### src/design/scfc_pkg.sv
`default_nettype none
package scfc_pkg;

   localparam int PHYS_CH = 8;
   localparam int WIDTH_W = 16;
   localparam int IDX_W = 3;
   localparam int TYPE_W = 3;

   typedef logic [WIDTH_W-1:0] width_type;
   typedef logic [TYPE_W-1:0] req_code_type;
   typedef logic [IDX_W-1:0] idx_type;

   localparam width_type CENTER_WIDTH = 16'd22080;
   localparam width_type LIMIT_RESET = 16'd50;

   localparam req_code_type REQ_TICK = 3'd0;
   localparam req_code_type REQ_WRITE = 3'd1;
   localparam req_code_type REQ_RELEASE = 3'd2;
   localparam req_code_type REQ_SAVE = 3'd3;
   localparam req_code_type REQ_EMERGENCY = 3'd4;

   typedef struct packed {
      logic write_buf;
      logic copy_buf;
      logic fall_fs;
      logic drive_fs;
      logic save_fs;
   } chan_cmd_type;

endpackage
`default_nettype wire

### src/design/scfc_ctrl.sv
`default_nettype none
module scfc_ctrl
   import scfc_pkg::*;
(
   input  wire logic         clock,
   input  wire logic         reset,
   input  wire logic         accept,
   input  wire req_code_type req_type,
   input  wire logic         emergency_flag,
   input  wire logic         csr_wr_en,
   input  wire width_type    csr_wr_data,
   output chan_cmd_type      cmd,
   output logic              safe_mode,
   output logic              saved
);

   width_type limit_ff, limit_in;
   width_type counter_ff, counter_in;
   logic safe_ff, safe_in;
   logic pending_ff, pending_in;
   logic emerg_ff, emerg_in;
   logic saved_ff, saved_in;

   always_comb begin
      limit_in = csr_wr_en ? csr_wr_data : limit_ff;
      counter_in = counter_ff;
      safe_in = safe_ff;
      pending_in = pending_ff;
      emerg_in = emerg_ff;
      saved_in = saved_ff;
      cmd = '0;
      if (accept) begin
         unique case (req_type)
            REQ_TICK: begin
               priority if (safe_ff) begin
                  counter_in = limit_ff;
                  cmd.drive_fs = 1'b1;
                  if (pending_ff) begin
                     safe_in = 1'b0;
                  end
               end else if (emerg_ff) begin
                  safe_in = 1'b1;
               end else if (pending_ff) begin
                  pending_in = 1'b0;
                  counter_in = limit_ff;
                  cmd.copy_buf = 1'b1;
               end else if (counter_ff != '0) begin
                  counter_in = counter_ff - 16'd1;
               end else begin
                  cmd.fall_fs = 1'b1;
                  counter_in = limit_ff;
                  safe_in = 1'b1;
               end
            end
            REQ_WRITE: begin
               cmd.write_buf = 1'b1;
            end
            REQ_RELEASE: begin
               pending_in = 1'b1;
            end
            REQ_SAVE: begin
               cmd.save_fs = !saved_ff;
               saved_in = 1'b1;
            end
            REQ_EMERGENCY: begin
               emerg_in = emergency_flag;
            end
            default: begin
            end
         endcase
      end
   end

   always_ff @(posedge clock) begin
      if (reset) begin
         limit_ff <= LIMIT_RESET;
         counter_ff <= LIMIT_RESET;
         safe_ff <= 1'b1;
         pending_ff <= 1'b0;
         emerg_ff <= 1'b0;
         saved_ff <= 1'b0;
      end else begin
         limit_ff <= limit_in;
         counter_ff <= counter_in;
         safe_ff <= safe_in;
         pending_ff <= pending_in;
         emerg_ff <= emerg_in;
         saved_ff <= saved_in;
      end
   end

   assign safe_mode = safe_ff;
   assign saved = saved_ff;

endmodule
`default_nettype wire

### src/design/scfc_chan_bank.sv
`default_nettype none
module scfc_chan_bank
   import scfc_pkg::*;
#(
   parameter int CHANNEL_COUNT = 8
) (
   input  wire logic                clock,
   input  wire logic                reset,
   input  wire chan_cmd_type        cmd,
   input  wire idx_type             channel_index,
   input  wire width_type           channel_value,
   output width_type [PHYS_CH-1:0]  drive
);

   for (genvar i = 0; i < PHYS_CH; i++) begin : g_chan
      if (i < CHANNEL_COUNT) begin : g_used
         localparam idx_type MY_IDX = IDX_W'(i);
         width_type buf_ff, buf_in;
         width_type act_ff, act_in;
         width_type fs_ff, fs_in;
         width_type drv_ff, drv_in;

         always_comb begin
            buf_in = buf_ff;
            act_in = act_ff;
            fs_in = fs_ff;
            drv_in = drv_ff;
            if (cmd.write_buf && channel_index == MY_IDX) begin
               buf_in = channel_value;
            end
            priority if (cmd.copy_buf) begin
               act_in = buf_ff;
               drv_in = buf_ff;
            end else if (cmd.fall_fs) begin
               act_in = fs_ff;
               drv_in = fs_ff;
            end else if (cmd.drive_fs) begin
               drv_in = fs_ff;
            end else begin
               drv_in = drv_ff;
            end
            if (cmd.save_fs) begin
               fs_in = act_ff;
            end
         end

         always_ff @(posedge clock) begin
            if (reset) begin
               buf_ff <= CENTER_WIDTH;
               act_ff <= CENTER_WIDTH;
               fs_ff <= CENTER_WIDTH;
               drv_ff <= CENTER_WIDTH;
            end else begin
               buf_ff <= buf_in;
               act_ff <= act_in;
               fs_ff <= fs_in;
               drv_ff <= drv_in;
            end
         end

         assign drive[i] = drv_ff;
      end else begin : g_unused
         assign drive[i] = CENTER_WIDTH;
      end
   end

endmodule
`default_nettype wire

### src/design/servo_channel_failsafe_control.sv
// latency: a result is valid in the cycle after its item is accepted
// throughput: one item per cycle; the state registers double as the result register
// an item is taken whenever no result is held stalled on the output
// reset (synchronous, active high): safe mode, all widths at servo center,
// no-command limit and counter at 50, no result pending
`default_nettype none
module servo_channel_failsafe_control
   import scfc_pkg::*;
#(
   parameter int CHANNEL_COUNT = 8
) (
   input  wire logic         clock,
   input  wire logic         reset,
   input  wire logic         req_valid,
   output logic              req_stall,
   input  wire logic [2:0]   req_type,
   input  wire logic [2:0]   req_channel_index,
   input  wire logic [15:0]  req_channel_value,
   input  wire logic         req_emergency_flag,
   output logic              rsp_valid,
   input  wire logic         rsp_stall,
   output logic [15:0]       rsp_drive_width_0,
   output logic [15:0]       rsp_drive_width_1,
   output logic [15:0]       rsp_drive_width_2,
   output logic [15:0]       rsp_drive_width_3,
   output logic [15:0]       rsp_drive_width_4,
   output logic [15:0]       rsp_drive_width_5,
   output logic [15:0]       rsp_drive_width_6,
   output logic [15:0]       rsp_drive_width_7,
   output logic              rsp_in_safe_mode,
   output logic              rsp_failsafe_saved,
   input  wire logic         csr_wr_en,
   input  wire logic [15:0]  csr_wr_data
);

   logic accept;
   logic rsp_valid_ff, rsp_valid_in;
   chan_cmd_type cmd;
   width_type [PHYS_CH-1:0] drive;

   assign req_stall = rsp_valid_ff && rsp_stall;
   assign accept = req_valid && !req_stall;
   assign rsp_valid_in = accept || (rsp_valid_ff && rsp_stall);

   always_ff @(posedge clock) begin
      if (reset) begin
         rsp_valid_ff <= 1'b0;
      end else begin
         rsp_valid_ff <= rsp_valid_in;
      end
   end

   scfc_ctrl u_ctrl (
      .clock          (clock),
      .reset          (reset),
      .accept         (accept),
      .req_type       (req_type),
      .emergency_flag (req_emergency_flag),
      .csr_wr_en      (csr_wr_en),
      .csr_wr_data    (csr_wr_data),
      .cmd            (cmd),
      .safe_mode      (rsp_in_safe_mode),
      .saved          (rsp_failsafe_saved)
   );

   scfc_chan_bank #(
      .CHANNEL_COUNT (CHANNEL_COUNT)
   ) u_bank (
      .clock         (clock),
      .reset         (reset),
      .cmd           (cmd),
      .channel_index (req_channel_index),
      .channel_value (req_channel_value),
      .drive         (drive)
   );

   assign rsp_valid = rsp_valid_ff;
   assign rsp_drive_width_0 = drive[0];
   assign rsp_drive_width_1 = drive[1];
   assign rsp_drive_width_2 = drive[2];
   assign rsp_drive_width_3 = drive[3];
   assign rsp_drive_width_4 = drive[4];
   assign rsp_drive_width_5 = drive[5];
   assign rsp_drive_width_6 = drive[6];
   assign rsp_drive_width_7 = drive[7];

endmodule
`default_nettype wire

### config.mk
export PLATFORM = sky130hd
export DESIGN_NAME = servo_channel_failsafe_control
export DESIGN_NICKNAME = d
export VERILOG_FILES = /design/src/design/scfc_pkg.sv /design/src/design/scfc_ctrl.sv /design/src/design/scfc_chan_bank.sv /design/src/design/servo_channel_failsafe_control.sv
export SDC_FILE = /design/constraint.sdc
export NUM_CORES = 1
export LEC_CHECK = 0
export ABC_CLOCK_PERIOD_IN_PS = 5800
export BUFFER_PORTS_ARGS = -buffer_cell sky130_fd_sc_hd__clkbuf_2
export CORE_MARGIN = 5
export CORE_UTILIZATION = 25
export CTS_CLUSTER_SIZE = 30
export DETAILED_ROUTE_END_ITERATION = 10
export RECOVER_POWER = 50
export SETUP_SLACK_MARGIN = 0.02
export SYNTH_ARGS = -nofsm -noshare
export SYNTH_HDL_FRONTEND = slang
export SYNTH_SLANG_ARGS = --single-unit
### constraint.sdc
create_clock -name clock -period 5.8 [get_ports clock]
set_clock_uncertainty 0.1 [all_clocks]
set_input_delay 0.29 -clock clock [delete_from_list [all_inputs] [get_ports clock]]
set_output_delay 0.29 -clock clock [all_outputs]
set_load 0.005 [all_outputs]
Yosys cells after proc, flatten, opt, wreduce, memory -nomap -nowiden
Cells that the tools add are included.

storage, ports and cells
  flip-flop bits (word level) = 549
  input bits = 44
  output and inout port bits = 132
  word-level logic and storage cells = 138

operators by class
  add/sub/neg operators = 1
  eq/ne operators = 14
  mux-type cells = 60
  reduce and logical (&&, ||, !) cells = 24

operators with widths
  kind                                                   count
  2-to-1 mux 16 bit                                      44
  nonzero test 16 bit                                    1
  subtractor 16 x 1 -> 16 bit, second input constant     1
  == test 3 bit, second input constant                   5
  == test 3 x 2 -> 1 bit, second input constant          4
  2-to-1 mux 1 bit                                       11
  logical AND 1 bit                                      10
  == test 3 x 1 -> 1 bit, second input constant          2
  logical NOT 3 bit                                      2
  AND reduction 2 bit                                    3
  2-to-1 mux 5 bit                                       1
  2-to-1 mux 2 bit                                       2
  inequality test 2 bit, second input constant           2
  AND reduction 4 bit                                    1
  nonzero test 2 bit                                     2
  2-to-1 mux 3 bit                                       1
  AND reduction 3 bit                                    1
  nonzero test 3 bit                                     1
  logical NOT 1 bit                                      2
  inequality test 2 x 1 -> 1 bit, second input constant  1
  one-hot mux 1 bit (2 select lines)                     1
  logical OR 1 bit                                       1

Depth between registers and ports, before layout
  depth after elaboration = 10
  depth in mapped cells = 9
  depth with buffers taken out = 7

Cells and area by module
From an unflattened synthesis, not the netlist that was laid out.

unflattened totals
  cell total of the unflattened synthesis = 2537
  area, all modules = 23372.4 um2

by module, submodules not included
  module                          instances  cells each  area each (um2)  seq. area each (um2)
  scfc_chan_bank                  1          2309        21434.3          10249.8
  scfc_ctrl                       1          223         1891.8           720.7
  servo_channel_failsafe_control  1          5           46.3             20.0

Worst setup path before layout
Ideal clock, no wire load.

  kind = reg2reg
  start = reg u_ctrl.counter_ff[0]
  end = reg u_bank.g_chan[2].g_used.drv_ff[0]
  setup time = 0.081 ns
  arrival = 2.286 ns
  data required time = 5.619 ns
  setup slack = 3.333 ns
  cell stages (with the launch flop) = 10
  buffers on the path = 2
  period minus slack after synthesis = 2.467 ns
  cell sequence = dfxtp_1 > inv_1 > ha_1 > or4b_1 > or4_1 > o21ai_4 > buf_12 > buf_12 > a21oi_2 > a211oi_2

on the way
  cells in the longest elaborated chain, start to end = 9
  elaborated cells between the ends (all ways) = 10
  those cells by class = 8 x mux; 2 x reduce/logical

RTL lines
  item                    line                  text
  from (decl)             scfc_ctrl.sv:18       width_type counter_ff, counter_in;
  from (signal assigned)  scfc_ctrl.sv:84       counter_ff <= counter_in;
  nonzero test 16 bit *   scfc_ctrl.sv:47       end else if (counter_ff != '0) begin
  2-to-1 mux 1 bit *      scfc_ctrl.sv:47
  2-to-1 mux 1 bit *      scfc_ctrl.sv:43       end else if (pending_ff) begin
  2-to-1 mux 2 bit *      scfc_ctrl.sv:41       end else if (emerg_ff) begin
  2-to-1 mux 2 bit *      scfc_ctrl.sv:35       priority if (safe_ff) begin
  2-to-1 mux 3 bit *      scfc_ctrl.sv:33       unique case (req_type)
  2-to-1 mux 5 bit *      scfc_ctrl.sv:32       if (accept) begin
  2-to-1 mux 16 bit       scfc_chan_bank.sv:34  end else if (cmd.fall_fs) begin
  2-to-1 mux 16 bit       scfc_chan_bank.sv:31  priority if (cmd.copy_buf) begin
  to (signal assigned)    scfc_chan_bank.sv:57  drv_ff <= drv_in;
  to (decl)               scfc_chan_bank.sv:21  width_type drv_ff, drv_in;

Mark *: on every way between the ends. The rest lies on a longest branch, timed or not.
A chain may end at the register's enable or synchronous reset.

Worst setup path after layout
  start = in reset
  end = reg rsp_valid_ff (netlist: rsp_valid)

RTL lines
  item                  line                                  text
  from (decl)           servo_channel_failsafe_control.sv:13  input wire logic reset,
  to (signal assigned)  servo_channel_failsafe_control.sv:49  rsp_valid_ff <= rsp_valid_in;
  to (decl)             servo_channel_failsafe_control.sv:37  logic rsp_valid_ff, rsp_valid_in;

No word-level cell between the ends.

==> results.py <==
metrics = {
    "outcome": {
        "status": "finished with violations",
        "violations": "capacitance limit, slew limit",
    },
    "placement": {
        "dp_hpwl_um": 41200,
        "post_dp_cell_area_um2": 23300,
        "dpl_worst_slack_ps": 2250,
        "gp_congestion": 0.759,
        "portBuffers": 175,
        "place_inst": 3559,
    },
    "global_routing": {
        "grt_max_degree": 114,
        "grt_pass1_wl_um": 104000,
        "antenna_found_initial": 6,
        "first_global_vias": 16700,
        "grt-ovfl-total": 0,
        "grt.total_usage_pct": 13.8,
    },
    "synthesis": {
        "synth_top_area_share_pct": 50.5,
        "yosysSeqAreaShare_pct": 50.5,
        "synth_area_leader_cell": "dfxtp_1",
        "synth.top_cells.by_area": "dfxtp_1, nand2_1, a21oi_1",
        "synth_area_per_cell_um2": 8.91,
        "netlist_instances": 2441,
        "syn-cell-area_um2": 21700,
        "ys_ff_latch": 549,
        "synth_edf_count": 0,
        "syn-num-nets": 2487,
        "synthDistinctLibCells": 61,
        "yosysWarnings": 0,
        "synth_flop_cell": "dfxtp_1",
        "ys_async_sr_fraction_pct": 0,
    },
    "floorplan": {
        "row_count": 108,
        "die_w_um": 305,
        "core_um2": 86600,
        "die_h_um": 305,
        "ioPinCount": 176,
        "start_util_pct": 25.1,
        "die-area_um2": 93000,
    },
    "critical_path": {
        "r2r_start": "rsp_valid",
        "r2r-end": "u_ctrl.counter_ff[6]",
        "worstSetupPathType": "in -> reg",
        "end_kind": "flip-flop",
        "path_max_fanout": 113,
        "cp.arrival_ps": 4800,
        "startpoint_type": "primary input",
        "reg2regPathDepth": 5,
        "ff2ff_setup_slack_ps": 1550,
        "worst_ep_required_time_ps": 6250,
    },
    "power_and_ir_drop": {
        "power.leakage_nw": 9.07,
        "peakVddDrop_mv": 0.221,
        "p_total_mw": 7.85,
        "p_per_area_nw_per_um2": 311,
    },
    "sta": {
        "slew_headroom_pct": -134,
        "finalHoldViolCount": 0,
        "worst_pin_slew_ps": 3510,
        "rsz0062_at_grt": "false",
        "fin_ws_ps": 1450,
        "final.setup.tns_ps": 0,
        "finalCritPeriodShare_pct": 75.0,
        "slew_viol_final": 313,
        "setup_viol": 0,
        "worst_hold_slack_ps": 34.9,
        "fin_crit_ps": 4350,
        "clock.fmax_ghz": 0.230,
    },
    "drt": {
        "post-route-drc-count": 0,
        "drtIter0Drc": 1529,
        "via_per_inst": 4.79,
        "drt_pass1_iterations": 5,
        "wl_um": 67500,
        "vias": 17700,
        "ant_nets": 0,
        "wire_per_inst_um": 18.3,
    },
    "clock_tree": {
        "clock_sinks": 549,
        "cts_tree": "done",
        "holdBufCountCts": 26,
        "clkLatencyLatePin_ps": 610,
        "root_buffer": "clkbuf_16",
        "cts_buffers": 55,
        "clock_path_buffers": 3,
        "cts_setup_buffers": 0,
        "cts.repair.resized": 0,
        "clkTransAtPathRegs_ps": 60,
        "htree_num_levels": 2,
    },
    "worst_hold_path": {
        "worstHoldPathCells": 3,
        "min_to": "u_bank.g_chan[4].g_used.buf_ff[11]",
        "hold_path.class": "in -> reg",
        "hold_start": "req_channel_value[11]",
    },
    "final_layout": {
        "layout.nets": 2533,
        "fin_cells": 3690,
        "postLayoutCellArea_um2": 25200,
        "final_cell_mix": "dfxtp_1, nand2_1, a21oi_1",
        "synthToLayoutAreaGrowth_pct": 16.0,
        "fillers": 9149,
        "drive_gt1_share_pct": 13.0,
        "mostFrequentLayoutCell": "dfxtp_1",
        "finish.utilization_pct": 29.1,
    },
    "run": {
        "max-cap-violations": 5,
    },
}
[critical path, cell delays in order]
cell	delay [ps]
buf_8	220
inv_1	730
clkbuf_1	2490
o21a_1	310
dlygate4sd3_1	560
[power by group]
part           total (mW)  switching [mW]  internal (mW)
clock                3.66            1.55           2.11
combinational       0.344           0.244          0.100
sequential           3.84          0.0270           3.81
total                7.85            1.82           6.02
[routing by layer]
metal / up-vias / track usage (%) / share of wire (%)
met2: 464 / 22.2 / 46
met4: 8 / 2.75 / 1.4
li1: 8621 / - / -
met1: 8500 / 19.1 / 46
met5: - / 0 / 0.090
met3: 73 / 3.28 / 7.1
[final cells by class]
type / instances / area [um2] / share of cell area (%)
diodes: 1 / 2.50 / 0.00992
clock buffers: 81 / 1610 / 6.40
clock inverters: 23 / 238 / 0.942
inverters: 9 / 33.8 / 0.134
multi-input cells: 1644 / 9690 / 38.4
flip-flops and latches: 549 / 11000 / 43.6
well taps: 1155 / 1450 / 5.73
repair buffers: 228 / 1210 / 4.81
[cell usage after synthesis (2+ instances only)]
master	n
clkbuf_1	183
and3_1	50
a21oi_2	70
nand3_1	100
nor4_1	6
buf_4	12
o21ai_0	4
nor4b_1	2
nor3_1	91
and4_1	2
nand2_1	526
a211oi_1	20
dfxtp_1	549
ha_1	2
o211ai_1	3
nor3b_1	2
a211oi_2	70
a31oi_1	5
o21a_1	2
o31a_1	2
buf_12	8
mux2i_1	106
buf_1	5
o2bb2ai_1	88
or3_1	10
nor2b_1	2
inv_1	8
nand2b_1	4
buf_2	29
nor2_1	107
a221o_1	41
a21oi_1	285
nand4_1	9
and2_1	4
or4_1	8
[how the worst max path moves through the flow]
stage / end / slack (ps) / cells past startpoint / startpoint
floorplan: u_bank.g_chan[2].g_used.drv_ff[0] / 3330 / 9 / u_ctrl.counter_ff[0]
global route: u_ctrl.counter_ff[2] / 1170 / 5 / rsp_valid
detailed placement: u_bank.g_chan[1].g_used.drv_ff[13] / 2250 / 6 / u_ctrl.counter_ff[4]
CTS: u_bank.g_chan[5].g_used.act_ff[4] / 2230 / 6 / u_ctrl.counter_ff[4]
finish: rsp_valid / 1450 / 5 / reset
global placement: u_bank.g_chan[0].g_used.drv_ff[11] / 2230 / 6 / u_ctrl.counter_ff[4]
[registers in the layout (all words and copies together), names as in the netlist]
register and count:
u_bank.g_chan.g_used.act_ff 128, u_ctrl.limit_ff 16, u_bank.g_chan.g_used.drv_ff 128, u_bank.g_chan.g_used.fs_ff 128, u_ctrl.safe_mode 1, u_ctrl.pending_ff 1, u_ctrl.saved 1, u_bank.g_chan.g_used.buf_ff 128
rsp_valid 1, u_ctrl.counter_ff 16, u_ctrl.emerg_ff 1
[cell families after synthesis]
logic type,synth area share (%)
AOI/OAI and AO/OA,20.6
adders and majority gates,0.115
buffers and inverters,5.29
DFF,50.5
muxes,4.88
and+or+nand+nor,18.6
(Power assumes the default switching activity.)
